==> src/hdl/tfl_pkg.sv <==
// Shared types, constants and a helper function of the translation buffer.
`timescale 1ns / 1ps
`default_nettype none

package tfl_pkg;

    localparam int TLB_DEPTH = 16;
    localparam int POS_W     = (TLB_DEPTH > 1) ? $clog2(TLB_DEPTH) : 1;
    localparam int CNT_W     = $clog2(TLB_DEPTH + 1);

    localparam int OP_W      = 2;
    localparam int PROC_W    = 16;
    localparam int PAGE_W    = 20;
    localparam int FRAME_W   = 20;
    localparam int ENTRIES_W = 5;
    localparam int CFG_W     = 5;
    localparam int LIM_W     = (CNT_W > ENTRIES_W) ? CNT_W : ENTRIES_W;

    localparam logic [OP_W-1:0] OP_LOOKUP = 2'd0;
    localparam logic [OP_W-1:0] OP_INSERT = 2'd1;
    localparam logic [OP_W-1:0] OP_FLUSH  = 2'd2;

    localparam logic CFG_ENTRIES = 1'b0;
    localparam logic CFG_POLICY  = 1'b1;

    localparam logic [ENTRIES_W-1:0] ENTRIES_RESET = 5'd16;
    localparam logic                 POLICY_FIFO   = 1'b0;

    typedef struct packed {
        logic [PROC_W-1:0]  proc_id;
        logic [PAGE_W-1:0]  page_num;
        logic [FRAME_W-1:0] frame;
        logic [POS_W-1:0]   rr;
    } data_t;

    typedef struct packed {
        logic  valid;
        data_t data;
    } entry_t;

    // Broadcast command from the controller to every cell of the chain.
    typedef struct packed {
        logic             remove;
        logic [POS_W-1:0] rm_pos;
        logic [POS_W-1:0] rm_rr;
        logic             touch;
        logic [POS_W-1:0] touch_pos;
        logic [POS_W-1:0] touch_rr;
        logic [POS_W-1:0] top_rr;
        logic             append;
        logic [POS_W-1:0] app_pos;
        data_t            new_data;
    } cmd_t;

    // Position of the lowest set bit; zero when no bit is set.
    function automatic logic [POS_W-1:0] first_set(input logic [TLB_DEPTH-1:0] v);
        logic [POS_W-1:0] r;
        r = '0;
        for (int i = TLB_DEPTH - 1; i >= 0; i--)
        begin
            if (v[i])
            begin
                r = POS_W'(i);
            end
        end
        return r;
    endfunction

endpackage

`default_nettype wire

==> src/hdl/tfl_cell.sv <==
// One slot of the translation buffer chain; it shifts down to close holes.
`timescale 1ns / 1ps
`default_nettype none

module tfl_cell (
    input  wire logic                    clk,
    input  wire logic                    rst_n,
    input  wire logic [tfl_pkg::POS_W-1:0] pos,
    input  wire tfl_pkg::cmd_t           cmd,
    input  wire tfl_pkg::entry_t         up,
    output tfl_pkg::entry_t              cur
);

    logic           valid_reg;
    logic           valid_next;
    tfl_pkg::data_t data_reg;
    tfl_pkg::data_t data_next;

    assign cur.valid = valid_reg;
    assign cur.data  = data_reg;

    always_comb
    begin
        tfl_pkg::entry_t src;
        src        = cur;
        valid_next = valid_reg;
        data_next  = data_reg;
        priority if (cmd.remove)
        begin
            // Slots at and above the removed one take the word from above.
            if (pos >= cmd.rm_pos)
            begin
                src = up;
            end
            valid_next = src.valid;
            data_next  = src.data;
            if (src.valid && (src.data.rr > cmd.rm_rr))
            begin
                data_next.rr = src.data.rr - 1'b1;
            end
        end
        else if (cmd.touch)
        begin
            if (pos == cmd.touch_pos)
            begin
                data_next.rr = cmd.top_rr;
            end
            else if (valid_reg && (data_reg.rr > cmd.touch_rr))
            begin
                data_next.rr = data_reg.rr - 1'b1;
            end
        end
        else if (cmd.append && (pos == cmd.app_pos))
        begin
            valid_next = 1'b1;
            data_next  = cmd.new_data;
        end
        else
        begin
            // No command for this slot: it keeps its word.
            data_next = data_reg;
        end
    end

    always_ff @(posedge clk or negedge rst_n)
    begin
        if (!rst_n)
        begin
            valid_reg <= 1'b0;
        end
        else
        begin
            valid_reg <= valid_next;
        end
    end

    always_ff @(posedge clk)
    begin
        data_reg <= data_next;
    end

endmodule

`default_nettype wire

==> src/hdl/tlb_fifo_lru_with_pid_flush.sv <==
// Top level: controller and chain of slots of the process-tagged translation buffer.
// Lookup, flush with no match, insert without eviction and the unused op: the result
// is registered once the output is free, and the next word is taken only after it.
// Insert that evicts: the victim is removed first, then the word is appended. Flush:
// one matching slot is removed per cycle, then the result; the next word waits for it.
// Reset: all slots invalid, entries register 16, FIFO replacement, output empty.
`timescale 1ns / 1ps
`default_nettype none

module tlb_fifo_lru_with_pid_flush (
    input  wire logic                          clk,
    input  wire logic                          rst_n,
    input  wire logic                          in_valid,
    output logic                               in_stall,
    input  wire logic [tfl_pkg::OP_W-1:0]      op,
    input  wire logic [tfl_pkg::PROC_W-1:0]    proc_id,
    input  wire logic [tfl_pkg::PAGE_W-1:0]    page_num,
    input  wire logic [tfl_pkg::FRAME_W-1:0]   frame_in,
    output logic                               out_valid,
    input  wire logic                          out_stall,
    output logic                               hit,
    output logic [tfl_pkg::FRAME_W-1:0]        frame_out,
    input  wire logic                          cfg_we,
    input  wire logic                          cfg_index,
    input  wire logic [tfl_pkg::CFG_W-1:0]     cfg_data
);

    localparam logic ST_IDLE = 1'b0;
    localparam logic ST_EXEC = 1'b1;

    logic                            state_reg;
    logic                            state_next;
    logic                            evicted_reg;
    logic                            evicted_next;
    logic [tfl_pkg::CNT_W-1:0]       count_reg;
    logic [tfl_pkg::CNT_W-1:0]       count_next;
    logic [tfl_pkg::ENTRIES_W-1:0]   entries_reg;
    logic                            policy_reg;
    logic [tfl_pkg::OP_W-1:0]        op_reg;
    logic [tfl_pkg::PROC_W-1:0]      pid_reg;
    logic [tfl_pkg::PAGE_W-1:0]      page_reg;
    logic [tfl_pkg::FRAME_W-1:0]     frame_reg;
    logic                            out_valid_reg;
    logic                            hit_reg;
    logic [tfl_pkg::FRAME_W-1:0]     frame_out_reg;

    tfl_pkg::entry_t                 cell_q  [tfl_pkg::TLB_DEPTH];
    tfl_pkg::entry_t                 cell_up [tfl_pkg::TLB_DEPTH];
    tfl_pkg::cmd_t                   cmd;

    logic [tfl_pkg::TLB_DEPTH-1:0]   look_match;
    logic [tfl_pkg::TLB_DEPTH-1:0]   flush_match;
    logic [tfl_pkg::TLB_DEPTH-1:0]   lru_zero;
    logic [tfl_pkg::POS_W-1:0]       hit_pos;
    logic [tfl_pkg::POS_W-1:0]       flush_pos;
    logic [tfl_pkg::POS_W-1:0]       lru_pos;
    logic [tfl_pkg::LIM_W-1:0]       entries_ext;
    logic [tfl_pkg::LIM_W-1:0]       limit;
    logic                            out_free;
    logic                            done;
    logic                            res_hit;
    logic [tfl_pkg::FRAME_W-1:0]     res_frame;

    genvar gi;
    generate
        for (gi = 0; gi < tfl_pkg::TLB_DEPTH; gi++)
        begin : g_cell
            if (gi == tfl_pkg::TLB_DEPTH - 1)
            begin : g_top
                assign cell_up[gi] = '0;
            end
            else
            begin : g_mid
                assign cell_up[gi] = cell_q[gi+1];
            end

            assign look_match[gi]  = cell_q[gi].valid
                                     && (cell_q[gi].data.proc_id == pid_reg)
                                     && (cell_q[gi].data.page_num == page_reg);
            assign flush_match[gi] = cell_q[gi].valid && (cell_q[gi].data.proc_id == pid_reg);
            assign lru_zero[gi]    = cell_q[gi].valid && (cell_q[gi].data.rr == '0);

            tfl_cell u_cell (
                .clk   (clk),
                .rst_n (rst_n),
                .pos   (tfl_pkg::POS_W'(gi)),
                .cmd   (cmd),
                .up    (cell_up[gi]),
                .cur   (cell_q[gi])
            );
        end
    endgenerate

    // Earliest inserted match sits at the lowest position of the chain.
    assign hit_pos   = tfl_pkg::first_set(look_match);
    assign flush_pos = tfl_pkg::first_set(flush_match);
    assign lru_pos   = tfl_pkg::first_set(lru_zero);

    assign entries_ext = tfl_pkg::LIM_W'(entries_reg);
    assign limit = (entries_ext > tfl_pkg::LIM_W'(tfl_pkg::TLB_DEPTH))
                   ? tfl_pkg::LIM_W'(tfl_pkg::TLB_DEPTH) : entries_ext;

    assign out_free  = !out_valid_reg || !out_stall;
    assign in_stall  = (state_reg != ST_IDLE);
    assign out_valid = out_valid_reg;
    assign hit       = hit_reg;
    assign frame_out = frame_out_reg;

    always_comb
    begin
        logic [tfl_pkg::POS_W-1:0] victim;
        victim       = '0;
        cmd          = '0;
        state_next   = state_reg;
        evicted_next = evicted_reg;
        count_next   = count_reg;
        done         = 1'b0;
        res_hit      = 1'b0;
        res_frame    = '0;

        if (state_reg == ST_IDLE)
        begin
            if (in_valid)
            begin
                state_next = ST_EXEC;
            end
        end
        else
        begin
            unique case (op_reg)
                tfl_pkg::OP_LOOKUP:
                begin
                    if (out_free)
                    begin
                        done = 1'b1;
                        if ((limit != '0) && (|look_match))
                        begin
                            res_hit       = 1'b1;
                            res_frame     = cell_q[hit_pos].data.frame;
                            cmd.touch     = 1'b1;
                            cmd.touch_pos = hit_pos;
                            cmd.touch_rr  = cell_q[hit_pos].data.rr;
                            cmd.top_rr    = tfl_pkg::POS_W'(count_reg - 1'b1);
                        end
                    end
                end
                tfl_pkg::OP_INSERT:
                begin
                    if (limit == '0)
                    begin
                        done = out_free;
                    end
                    else if (!evicted_reg && (tfl_pkg::LIM_W'(count_reg) >= limit))
                    begin
                        victim       = policy_reg ? lru_pos : '0;
                        cmd.remove   = 1'b1;
                        cmd.rm_pos   = victim;
                        cmd.rm_rr    = cell_q[victim].data.rr;
                        count_next   = count_reg - 1'b1;
                        evicted_next = 1'b1;
                    end
                    else if (out_free)
                    begin
                        cmd.append            = 1'b1;
                        cmd.app_pos           = tfl_pkg::POS_W'(count_reg);
                        cmd.new_data.proc_id  = pid_reg;
                        cmd.new_data.page_num = page_reg;
                        cmd.new_data.frame    = frame_reg;
                        cmd.new_data.rr       = tfl_pkg::POS_W'(count_reg);
                        count_next            = count_reg + 1'b1;
                        done                  = 1'b1;
                    end
                end
                tfl_pkg::OP_FLUSH:
                begin
                    if (|flush_match)
                    begin
                        cmd.remove = 1'b1;
                        cmd.rm_pos = flush_pos;
                        cmd.rm_rr  = cell_q[flush_pos].data.rr;
                        count_next = count_reg - 1'b1;
                    end
                    else
                    begin
                        done = out_free;
                    end
                end
                default:
                begin
                    done = out_free;
                end
            endcase
            if (done)
            begin
                state_next   = ST_IDLE;
                evicted_next = 1'b0;
            end
        end
    end

    always_ff @(posedge clk or negedge rst_n)
    begin
        if (!rst_n)
        begin
            state_reg     <= ST_IDLE;
            evicted_reg   <= 1'b0;
            count_reg     <= '0;
            out_valid_reg <= 1'b0;
            entries_reg   <= tfl_pkg::ENTRIES_RESET;
            policy_reg    <= tfl_pkg::POLICY_FIFO;
        end
        else
        begin
            state_reg   <= state_next;
            evicted_reg <= evicted_next;
            count_reg   <= count_next;
            if (done)
            begin
                out_valid_reg <= 1'b1;
            end
            else if (!out_stall)
            begin
                out_valid_reg <= 1'b0;
            end
            if (cfg_we)
            begin
                unique case (cfg_index)
                    tfl_pkg::CFG_ENTRIES: entries_reg <= cfg_data[tfl_pkg::ENTRIES_W-1:0];
                    tfl_pkg::CFG_POLICY:  policy_reg  <= cfg_data[0];
                    default:              policy_reg  <= policy_reg;
                endcase
            end
        end
    end

    always_ff @(posedge clk)
    begin
        if ((state_reg == ST_IDLE) && in_valid)
        begin
            op_reg    <= op;
            pid_reg   <= proc_id;
            page_reg  <= page_num;
            frame_reg <= frame_in;
        end
        if (done)
        begin
            hit_reg       <= res_hit;
            frame_out_reg <= res_frame;
        end
    end

endmodule

`default_nettype wire

==> config.mk <==
export PLATFORM = sky130hd
export DESIGN_NAME = tlb_fifo_lru_with_pid_flush
export DESIGN_NICKNAME = d
export VERILOG_FILES = /design/src/hdl/tfl_pkg.sv /design/src/hdl/tfl_cell.sv /design/src/hdl/tlb_fifo_lru_with_pid_flush.sv
export SDC_FILE = /design/constraint.sdc
export NUM_CORES = 2
export LEC_CHECK = 0
export BUFFER_PORTS_ARGS = -buffer_cell sky130_fd_sc_hd__buf_4
export CORE_ASPECT_RATIO = 0.75
export CORE_MARGIN = 2
export CORE_UTILIZATION = 25
export DETAILED_ROUTE_END_ITERATION = 8
export PLACE_DENSITY = 0.44
export SYNTH_ARGS = -nofsm -noshare
export SYNTH_HDL_FRONTEND = slang
export SYNTH_SLANG_ARGS = --single-unit
==> constraint.sdc <==
create_clock -name clk -period 7.85 [get_ports clk]
set_input_delay 1.57 -clock clk [delete_from_list [all_inputs] [get_ports clk]]
set_output_delay 1.57 -clock clk [all_outputs]
set_load 0.05 [all_outputs]
==> results.md <==
- Clock Power Share: 29.4%
- Floorplan core area: about 240000 um2
- FF/Latch Area: 31950 um2
- Setup_tns: 0 ps
- PD cells: 262.8 nW/um2
- CTS root buf: clkbuf_16
- Total Die Area: 250700 um2
- Unique cell type count in the Yosys netlist: ~110
- Max reg flops: 960
- Die X: 577.5 um
- Post-synthesis cell area: 61680 um2
- Initial DRC count: 5239
- Final Net Count: 6483
- Relative slew slack: 15.69%
- Non-Filler Instances: roughly 9600
- Initial antenna violation count: 9
- Via count: about 48000
- Worst Path Max Fanout: 27
- Worst setup EP type: flop
- Min-Delay Path Class: flop to flop
- Async S/R FF share, synth: 2.806%
- I/O pins: 92
- Area of the multi-input gates: ~28000 um2
- CTS Buffer Depth: 3
- Setup repair after global routing missed its margin: false
- Cell taking the most area after synthesis: edfxtp_1
- Post-synth net total: 6429
- CP Data Arrival Time: roughly 8000 ps
- Combinational cell fraction of total power: 27.5%
- Vias/cell: ~5
- Chip Height: 434.2 um
- Final WS setup: 214.8 ps
- Leakage power: around 29 nW
- Worst setup path category: flop to flop
- Final setup vio count: 0
- First-pass GRT wire length: between 300000 and 400000 um
- Period Utilization, post-route: 97.26%
- Dpl cells: 9363
- Initial core utilization: between 20% and 30%
- Register area share after synthesis: between 50% and 60%
- P_sw: 0.006794 W
- Wirelength per Cell: 25.74 um
- Drt drc: 0
- Max-capacitance violation count: 0
- Sw Ratio: between 30% and 40%
- CTS tree: built
- Vias in the first global route: 45890
- HPWL after DPL: roughly 170000 um
- Status: finished clean
- Max H-tree Level: 3
- Worst path required time: 8250 ps
- WL final: ~250000 um
- Largest net degree at the start of global routing: roughly 180
- Total gr overflow: 0
- Drt first pass iters: 5
- Fin crit period: 7635 ps
- Pins over their slew limit: 0
- Seq pwr share: 43.2%
- Tot GR Track Use: 19.27%
- EDFF count, synth: roughly 1000
- Top_reg_cell synth: edfxtp_1
- Worst vdd ir: 0.0002190 V
- Ranking of synthesized cells by area: edfxtp_1, nand2_1, xnor2_1, xor2_1, ha_1
- Fmax: 131.0 MHz
- Clk pin slew, worst setup/hold paths: 80 ps
- N_diodes: 0
- Clk Latency, worst-skew pair: 790 ps
- Fillers: 25690
- Port buffer count: 91
- Syn-to-layout area delta: 15.02%
- Synth Instances: 6189
- Startpoint types: flop
- Worst Skew: 76.77 ps
- # clock sinks: 1069
- Total CTS buffers: 112
- Final Hold Viols: 0
- P_int: 0.01185 W
- # hold bufs at CTS: 0
- Seq cells post-synth: 1069
- Mean Syn Cell Area: 9.966 um2
- Placer Congestion: 0.9515
- Post-route ant nets: 0
- Row count: 157
- Share of cells above drive strength 1: ~10%
- Post-synth top area share: 50.59%
- Synth warnings: 0
- Worst slack at placement: approximately 470 ps
- Slew of the pin with the lowest slew margin: 1265 ps
[placed cells by master, fill, tap and decap left out, drive strengths merged, types with 69 or more instances in the layout]
cell | netlist | layout
nand2 | 1924 | 1924
edfxtp | 1039 | 1039
xnor2 | 389 | 389
buf | 75 | 317
a21oi | 275 | 275
xor2 | 268 | 268
mux2i | 185 | 185
nor2 | 182 | 182
ha | 171 | 171
inv | 145 | 151
clkbuf | 302 | 134
nand4 | 121 | 121
nor2b | 120 | 120
o21ai | 113 | 113
a211oi | 107 | 107
nor4 | 72 | 72
nor3 | 71 | 71
nand3 | 69 | 69
[critical path, cell delays in order, from the launching register on]
cell and delay (ps):
edfxtp_1 960, buf_4 290, xnor2_1 140, nand4_1 110, nor3_1 730, nand4_1 260, a2bb2oi_1 430, o21a_1 180
o21ai_0 120, a21oi_1 250, o22ai_1 160, a21oi_4 860, buf_4 320, a21oi_1 80, a22o_1 270, o21ai_1 550
buf_4 320, ha_1 190, nand3_1 80, nor2_1 90, a211o_1 120, a31oi_1 90, o21ai_0 640
[per-layer routing]
| layer | vias to the layer above | GRT usage, % | share of wire (%) |
|---|---|---|---|
| met5 | - | 0 | 0.0073 |
| li1 | 21780 | - | - |
| met3 | 278 | 3.527 | 7.9 |
| met2 | 1913 | 27.11 | 40 |
| met1 | 24020 | 30.07 | 50 |
| met4 | 2 | 3.974 | 2.1 |
[cell usage after synthesis (14+ instances only)]
cell	number
a22oi_1	45
o22ai_1	16
nand2_1	1924
buf_1	29
nor2_1	182
a31oi_1	23
or4_1	24
or2_2	20
and3_1	24
a211oi_1	106
nor3_1	70
nor4_1	72
edfxtp_1	1039
nand4_1	120
xor2_1	268
dfrtp_1	29
nor2b_1	120
nand3_1	68
mux2_2	41
mux2i_1	185
a21o_1	14
buf_2	25
o21ai_0	104
xnor2_1	385
inv_1	145
clkbuf_1	302
and4_1	15
ha_1	171
buf_4	14
o21a_1	16
nand2b_1	29
a21oi_1	273
o211ai_1	32
[power by group through the flow]
stage / Clock [W] / Sequential (W) / Combinational, W
after global placement: 0 / 0.00818 / 0.00496
after detailed placement: 0 / 0.00818 / 0.00499
after floorplan: 0 / 0.00791 / 0.00291
after CTS: 0.00561 / 0.00806 / 0.00501
after global routing: 0.00580 / 0.00810 / 0.00550
final: 0.00548 / 0.00804 / 0.00512
[path summary, 6_finish.rpt]
kind	slack (ps)	startpoint	cells after the start	to
worst min-delay path	490	count_reg[4]	1	count_reg[4]
worst min register to register	490	count_reg[4]	1	count_reg[4]
min in group asynchronous	790	rst_n	1	g_cell[12].u_cell.valid_reg
max in group asynchronous	6670	rst_n	1	g_cell[11].u_cell.valid_reg
worst max-delay path	210	pid_reg[15]	22	g_cell[0].u_cell.cur[2]
worst max register to register	210	pid_reg[15]	22	g_cell[0].u_cell.cur[2]
[layout make-up]
class / instances / area share [%]
Sequential cell: 1069 / 45.04
Timing Repair Buffer: 317 / 3.778
Tap cell: 3259 / 5.748
Clock inverter: 75 / 1.016
Clock buffer: 134 / 4.111
Inverter: 147 / 0.7778
Multi-Input combinational cell: 4596 / 39.53
[what timing repair did]
| item | CTS | global route |
|---|---|---|
| hold endpoints to repair | 0 | 0 |
| buffers inserted | 0 | 25 |
| setup endpoints to repair | 0 | 2 |
| gates resized for setup | 0 | 2 |
[kinds of logic (layout without fill, tap and decap cells)]
logic type,count (synthesis),in the layout,synth area share [%]
XOR/XNOR,657,657,9.378
AND/OR/NAND/NOR,2768,2768,19.77
AO/OA/AOI/OAI,769,769,8.236
adder cells (fa/ha/maj),171,171,3.469
flip-flops,1069,1069,51.81
buffers and inverters,524,673,3.424
multiplexers,231,231,3.921
[metrics by stage]
step / hold slack (ps) / area [um2] / utilization [%] / total power [W]
2_1_floorplan: 448.0 / 61680 / - / 0.01082
3_3_place_gp: 474.5 / 67070 / 27.40 / 0.01314
3_5_place_dp: 477.1 / 67070 / 27.40 / 0.01317
4_1_cts: 485.4 / 70710 / 28.89 / 0.01868
5_1_grt: 499.0 / 70940 / 28.98 / 0.01941
6_report: 490.8 / 70940 / 28.98 / 0.01864
(Power assumes the default switching activity.)
